$ cat src/rtl/erv3_delay.sv
// ----------------------------------------------------------------------------
// erv3_delay
// Payload delay line that advances with the pipeline enable.
// ----------------------------------------------------------------------------
module erv3_delay #(
  parameter int WIDTH = 32,
  parameter int DEPTH = 4
) (
  input  logic             clk,
  input  logic             en,
  input  logic [WIDTH-1:0] din,
  output logic [WIDTH-1:0] dout
);

  logic [WIDTH-1:0] taps [DEPTH];

  always_ff @(posedge clk) begin
    if (en) begin
      taps[0] <= din;
      for (int i = 1; i < DEPTH; i++) begin
        taps[i] <= taps[i-1];
      end
    end
  end

  assign dout = taps[DEPTH-1];

endmodule

$ cat config.mk
export PLATFORM = sky130hd
export DESIGN_NAME = erv3_delay
export DESIGN_NICKNAME = d
export VERILOG_FILES = /design/src/rtl/erv3_delay.sv
export SDC_FILE = /design/constraint.sdc
export NUM_CORES = 1
export LEC_CHECK = 0
export BUFFER_PORTS_ARGS = -buffer_cell sky130_fd_sc_hd__buf_2
export CORE_MARGIN = 10
export CORE_UTILIZATION = 45
export CTS_CLUSTER_SIZE = 30
export DETAILED_ROUTE_END_ITERATION = 8
export PLACE_DENSITY = 0.69
export REMOVE_ABC_BUFFERS = 1
export SLEW_MARGIN = 20
export SYNTH_ARGS = -nofsm -noshare
export SYNTH_HDL_FRONTEND = slang
export SYNTH_SLANG_ARGS = --single-unit
$ cat constraint.sdc
create_clock -name clk -period 1.8 [get_ports clk]
set_input_delay 0 -clock clk [delete_from_list [all_inputs] [get_ports clk]]
set_output_delay 0 -clock clk [all_outputs]
set_load 0.02 [all_outputs]
After elaboration in Yosys (flattened, before gate mapping)
Memory sizes are Yosys's and may differ from the RTL's.
Cells that the tools add are included.
- multiplexer cells: 2
- operator list (operator ; number):
    2-to-1 mux 1 bit ; 2
- register bits after elaboration: 0
- RAM bits: 128
- input bits: 34
- output and inout port bits: 32
- logic and storage cells: 3
- memories: 1
- memory list (name ; depth ; bits a word ; read ports ; clocked after Yosys merged registers in ; write ports ; line ; text):
    taps ; 4 ; 32 ; 4 ; 0 ; 4 ; 15 ; logic [WIDTH-1:0] taps [DEPTH];

Depth between registers and ports, before layout
Gate-level depths: netlist of the first run.
- depth in word-level cells: 2
- mapped depth: 0
- depth with buffers taken out: 0

Worst setup path after synthesis of the first run
No wires, ideal clock.
- kind: reg2reg
- start point: memory taps[0][0]
- end point: memory taps[1][0], data pin
- arrival time: 0.323 ns
- required time: 1.534 ns
- slack: 1.211 ns
- stages on the path, launching flop included: 1
- clock period less this slack: 0.589 ns
- cell sequence: edfxtp_1
- RTL lines (item ; line):
    start, declared ; 15

==> results of run 1 <==
==> final cells by class <==
class / instances / area, um2
fillers: 568 / 2950
repair buffers: 102 / 725.7
flip-flops and latches: 128 / 3844
clock inverters: 14 / 188.9
well taps: 105 / 131.4
clock buffers: 18 / 417.9
==> worst max path at each step <==
stage                           start  cells after the start           to  slack, ns
after floorplan            taps[0][0]                      0   taps[1][0]       1.21
after global placement             en                      2  taps[2][24]       0.80
after detailed placement           en                      2   taps[3][4]       0.77
after CTS                 taps[3][10]                      1     dout[10]       0.68
after global routing      taps[3][21]                      1     dout[21]       0.67
final                     taps[3][31]                      1     dout[31]       0.73
==> timing repair <==
| action | in CTS | in global routing |
|---|---|---|
| resized for setup | 0 | 0 |
| hold buffers | 33 | 0 |
| hold endpoints to repair | 61 | 0 |
==> stage by stage <==
stage                     hold slack (ns)  area, um2  utilization
after floorplan                   0.09887       3844            -
final                              0.2111       5308       0.6427
after global routing               0.1960       5308       0.6427
after CTS                          0.1785       5308       0.6427
after global placement             0.1778       4370       0.5292
after detailed placement           0.1781       4370       0.5292
==> routing by layer <==
metal,part of all wire,vias up
met4,0.0065,0
met5,0,-
met3,0.074,4
li1,-,774
met2,0.53,58
met1,0.39,767
==> power breakdown <==
part / total [uW] / internal [uW] / switching, uW
Sequential: 3560 / 3510 / 46.7
Combinational: 259 / 113 / 146
Clock: 3420 / 2250 / 1170
Total: 7240 / 5870 / 1360
==> Yosys cell counts <==
cell type	instances	share of area
edfxtp_1	128	1.0
==> layout by cell type (no fill, tap or decap) <==
cell           count
edfxtp_1         128
buf_2             64
dlygate4sd3_1     33
clkbuf_16         16
bufinv_16          4
clkinv_2           3
buf_12             3
clkinv_4           2
clkinvlp_4         2
inv_6              2
buf_4              2
clkbuf_8           1
clkinv_1           1
clkbuf_1           1
==> kinds of logic after synthesis <==
family / count (synthesis) / share of synthesized area
flip-flops: 128 / 1.000
==> results.ini, run 1 <==
[floorplanning]
die_w_um = 112.4
die_y_um = 112.4
design.core.area_um2 = 8258
rows = 33
start_util = 0.4655
io_pins = 66
dieArea_um2 = 12640

[power]
p_leak_uw = 0.001973
max-vdd-ir-drop_uv = 661.9
power.density_nw_per_um2 = 1363
total_power_uw = 7237

[clock_network]
cts_tree = done
cts.clk_slew.worst_paths_ns = 0.06
clockRootBuffer = clkbuf_8
cts_max_level = 4
cts_inserted_buffers = 17
clock_sinks = 128
clock_path_buffers = 2
clock_latency_ns = 0.50
cts_setup_buffers = 0

[grt]
met1_usage = 0.09887
grtUsageMet2 = 0.1557
met3_usage = 0.05218
grt.busiest_layer = met2
grt_max_degree = 40
grtUsageTotal = 0.09562
grt_overflow = 0
grt_pass1_wl_um = 9087
antenna_found_initial = 0
grt_pass1_vias = 1701

[setup_path]
start_kind = flip-flop
crit_path_end_kind = primary output
crit_path_top_delay_cell = edfxtp_1
rr_endpoint = taps[1][5]
crit_chain = buf_2
reg2reg_depth = 0
max_stage_delay_ns = 0.39
crit_type = reg -> out
regToRegSetupSlack_ns = 1.14
critPathBufInv = 1
required_ns = 1.80
r2r_start = taps[0][5]
worstPathArrival_ns = 1.07
crit_fanout = 1
cp_top_family = flip-flops

[finish]
drive_above_1_share = 0.3779
top_regs = taps (128)
diodes = 0
layout.cells.non_filler = 367
multi_input_gates = 0
multi_input_area_um2 = 0
regMostFlops = taps
syn_to_final_growth_pct = 38.09
nets = 283
largest_reg_flops = 128

[timing]
worst_slack_ns = 0.7274
slew_headroom = 0.6889
hold_violations = 0
clock-skew-final_ns = 0.003833
rsz0062_at_grt = no
timing.final.crit_share = 0.5959
slew_viol_final = 0
tightest_slew_ns = 0.4666
min_period_ns = 1.073
setup_tns_ns = 0
setup_viol = 0
fmax_ghz = 0.9323

[place]
hpwl_um = 3183
post-place-ws_ns = 0.7681
place.gp.congestion = 0.7046
io_buffer_count = 65
dp_cells = 302

[logic_synthesis]
synth_seq_cells = 128
synth.avg_cell_area_um2 = 30.03
syn_inst = 128
ys_seq_area_frac = 1.000
syn_area_um2 = 3844
yosysWarnings = 0
synth_cell_types = 1

[worst_hold_path]
hold_path_depth = 2
worstHoldPathType = in -> reg
hp-start = din[7]
min_to = taps[0][7]

[drt]
post_drt_via_cell_ratio = 4.368
ant_nets = 0
wl_per_cell_um = 15.54
drc = 0
num_vias = 1603
wirelength_um = 5705
dr.first_iter.drc_count = 87
dr.pass1.iters = 4

[run_status]
status = completed

[job]
drv_cap = 0

No activity file was read; power rests on OpenSTA's default activity.
==> run 2, diff against run 1 <==
Settings changed: PLACE_DENSITY 0.69 to 0.72.
Clock period 1.8 ns to 0.9 ns, I/O delays scaled along.
==> run 2 against run 1 <==
  * The flow now finishes with violations (negative setup slack)
  * Clock-buffer cell count unchanged
  * Via count increased by 1.0%
  * First-iteration DRC count decreased by 48%
  * Clock skew increased by 0.0012 ns
  * Design area increased by 5.2%
  * Register-to-register slack got worse by 0.92 ns
==> results.ini, run 2 (synthesis gave the netlist of run 1 again) <==
[timing]
setup_viol = 32  ; +32
slew_headroom = 0.8169  ; +0.1280
worst_slack_ns = -0.1609  ; -0.8884 ns
hold_violations = 0  ; unchanged
rsz0062_at_grt = yes
timing.final.crit_share = 1.179
fmax_ghz = 0.9426
slew_viol_final = 0  ; unchanged
min_period_ns = 1.061
clock-skew-final_ns = 0.005064  ; +0.001231 ns
tightest_slew_ns = 0.2747  ; -0.1920 ns

[drt]
dr.first_iter.drc_count = 45  ; -48%
post_drt_via_cell_ratio = 4.376  ; +0.18%
ant_nets = 0  ; unchanged
num_vias = 1619  ; +1.0%
drc = 0  ; unchanged
wl_per_cell_um = 15.44  ; -0.67%
dr.pass1.iters = 4  ; unchanged
wirelength_um = 5713  ; +0.14%

[place]
placed_cell_area_um2 = 4405  ; +0.80%
hpwl_um = 3308  ; +3.9%
place.gp.congestion = 0.6534  ; -7.3%
io_buffer_count = 65  ; unchanged

[grt]
grtUsageTotal = 0.09583  ; +0.0002157
grt_overflow = 0  ; unchanged
grt_pass1_vias = 1817  ; +6.8%
grt_max_degree = 34  ; -15%
antenna_found_initial = 0  ; unchanged
grt_pass1_wl_um = 9059  ; -0.31%

[setup_path]
crit_path_end_kind = primary output
critPathBufInv = 1  ; unchanged
max_stage_delay_ns = 0.41  ; +0.02 ns
start_kind = flip-flop
crit_chain = buf_6
worstPathArrival_ns = 1.06  ; about the same
required_ns = 0.90  ; -0.90 ns
cp_top_family = flip-flops
crit_type = reg -> out
crit_path_top_delay_cell = edfxtp_1
crit_fanout = 1  ; unchanged

[finish]
nets = 286  ; +1.1%
final_area_um2 = 5585  ; +5.2%
multi_input_area_um2 = 0  ; unchanged
layout_common_cells = edfxtp_1, buf_2, dlygate4sd3_1
syn_to_final_growth_pct = 45.31
drive_above_1_share = 0.3849  ; +0.007043
diodes = 0  ; unchanged
multi_input_gates = 0  ; unchanged
utilization = 0.6764  ; +0.03364
largest_reg_flops = 128  ; unchanged
regMostFlops = taps
top_regs = taps (128)
final_common_cell = edfxtp_1

[job]
drv_cap = 0  ; unchanged

[floorplanning]
io_pins = 66  ; unchanged
start_util = 0.4655  ; unchanged
design.core.area_um2 = 8258  ; unchanged
rows = 33  ; unchanged
die_y_um = 112.4  ; unchanged
dieArea_um2 = 12640  ; unchanged
die_w_um = 112.4  ; unchanged

[clock_network]
clockRootBuffer = clkbuf_8
clock_sinks = 128  ; unchanged
clock_latency_ns = 0.49  ; about the same
clock_path_buffers = 2  ; unchanged
cts_setup_buffers = 0  ; unchanged
cts_inserted_buffers = 17  ; unchanged
cts_max_level = 4  ; unchanged
cts.clk_slew.worst_paths_ns = 0.06  ; about the same
cts_tree = done

[run_status]
status = finished, violations left
violations = negative setup slack

[worst_hold_path]
worstHoldPathType = in -> reg

[power]
max-vdd-ir-drop_uv = 1603  ; +140%
p_leak_uw = 0.002075  ; +5.2%
power.density_nw_per_um2 = 2758  ; +100%

-- run 2: cell count changes in the layout (fill, tap and decap cells not counted), sizes merged --
cell and change:
bufinv +3, inv -2, clkinv -2, buf +3
clkinvlp +1
-- run 2: report_power, final --
part	switching (uW)	leakage (uW)	internal [uW]	total [uW]
Clock	2320	0.000319	5330	7650
Combinational	291	0.000504	317	608
Sequential	114	0.00125	7030	7150
Total	2720	0.00208	12700	15400
-- run 2: area by class of cell --
type	count	area [um2]
Clock inverter	14	262.8
Sequential cell	128	3844
Clock buffer	18	417.9
Tap cell	105	131.4
Timing Repair Buffer	105	929.6
Fill cell	528	2673
-- run 2: metal layers --
metal,track usage,wire [um],up-vias
met5,0,0,-
met4,0.06176,132,0
met3,0.04899,261,12
met2,0.1676,3289,44
met1,0.08447,2029,782
li1,-,-,781
-- run 2: stage by stage --
step,std cells,setup TNS [ns],hold slack (ns),worst slack (ns),power (uW)
5_1_grt,370,-5.535,0.1900,-0.2085,15930
6_report,370,-3.928,0.2115,-0.1609,15410
2_1_floorplan,128,0,0.09887,0.3112,7327
3_5_place_dp,305,0,0.1781,0.1278,7673
4_1_cts,370,-5.123,0.1745,-0.2057,15520
3_3_place_gp,305,0,0.1764,0.1368,7633
-- run 2: repair_timing --
action,4_1_cts,5_1_grt
endpoints found under the hold margin,39,0
gates cloned,0,0
gates resized for setup,28,26
hold buffers,33,0
setup endpoints to repair,32,32
-- run 2: worst paths after layout --
check | from | to | slack (ns) | cells past startpoint
setup reg to reg | taps[2][0] | taps[3][0] | 0.22 | 0
hold / removal | din[25] | taps[0][25] | 0.21 | 2
setup / recovery | taps[3][13] | dout[13] | -0.16 | 1
hold reg to reg | taps[0][20] | taps[1][20] | 0.41 | 0
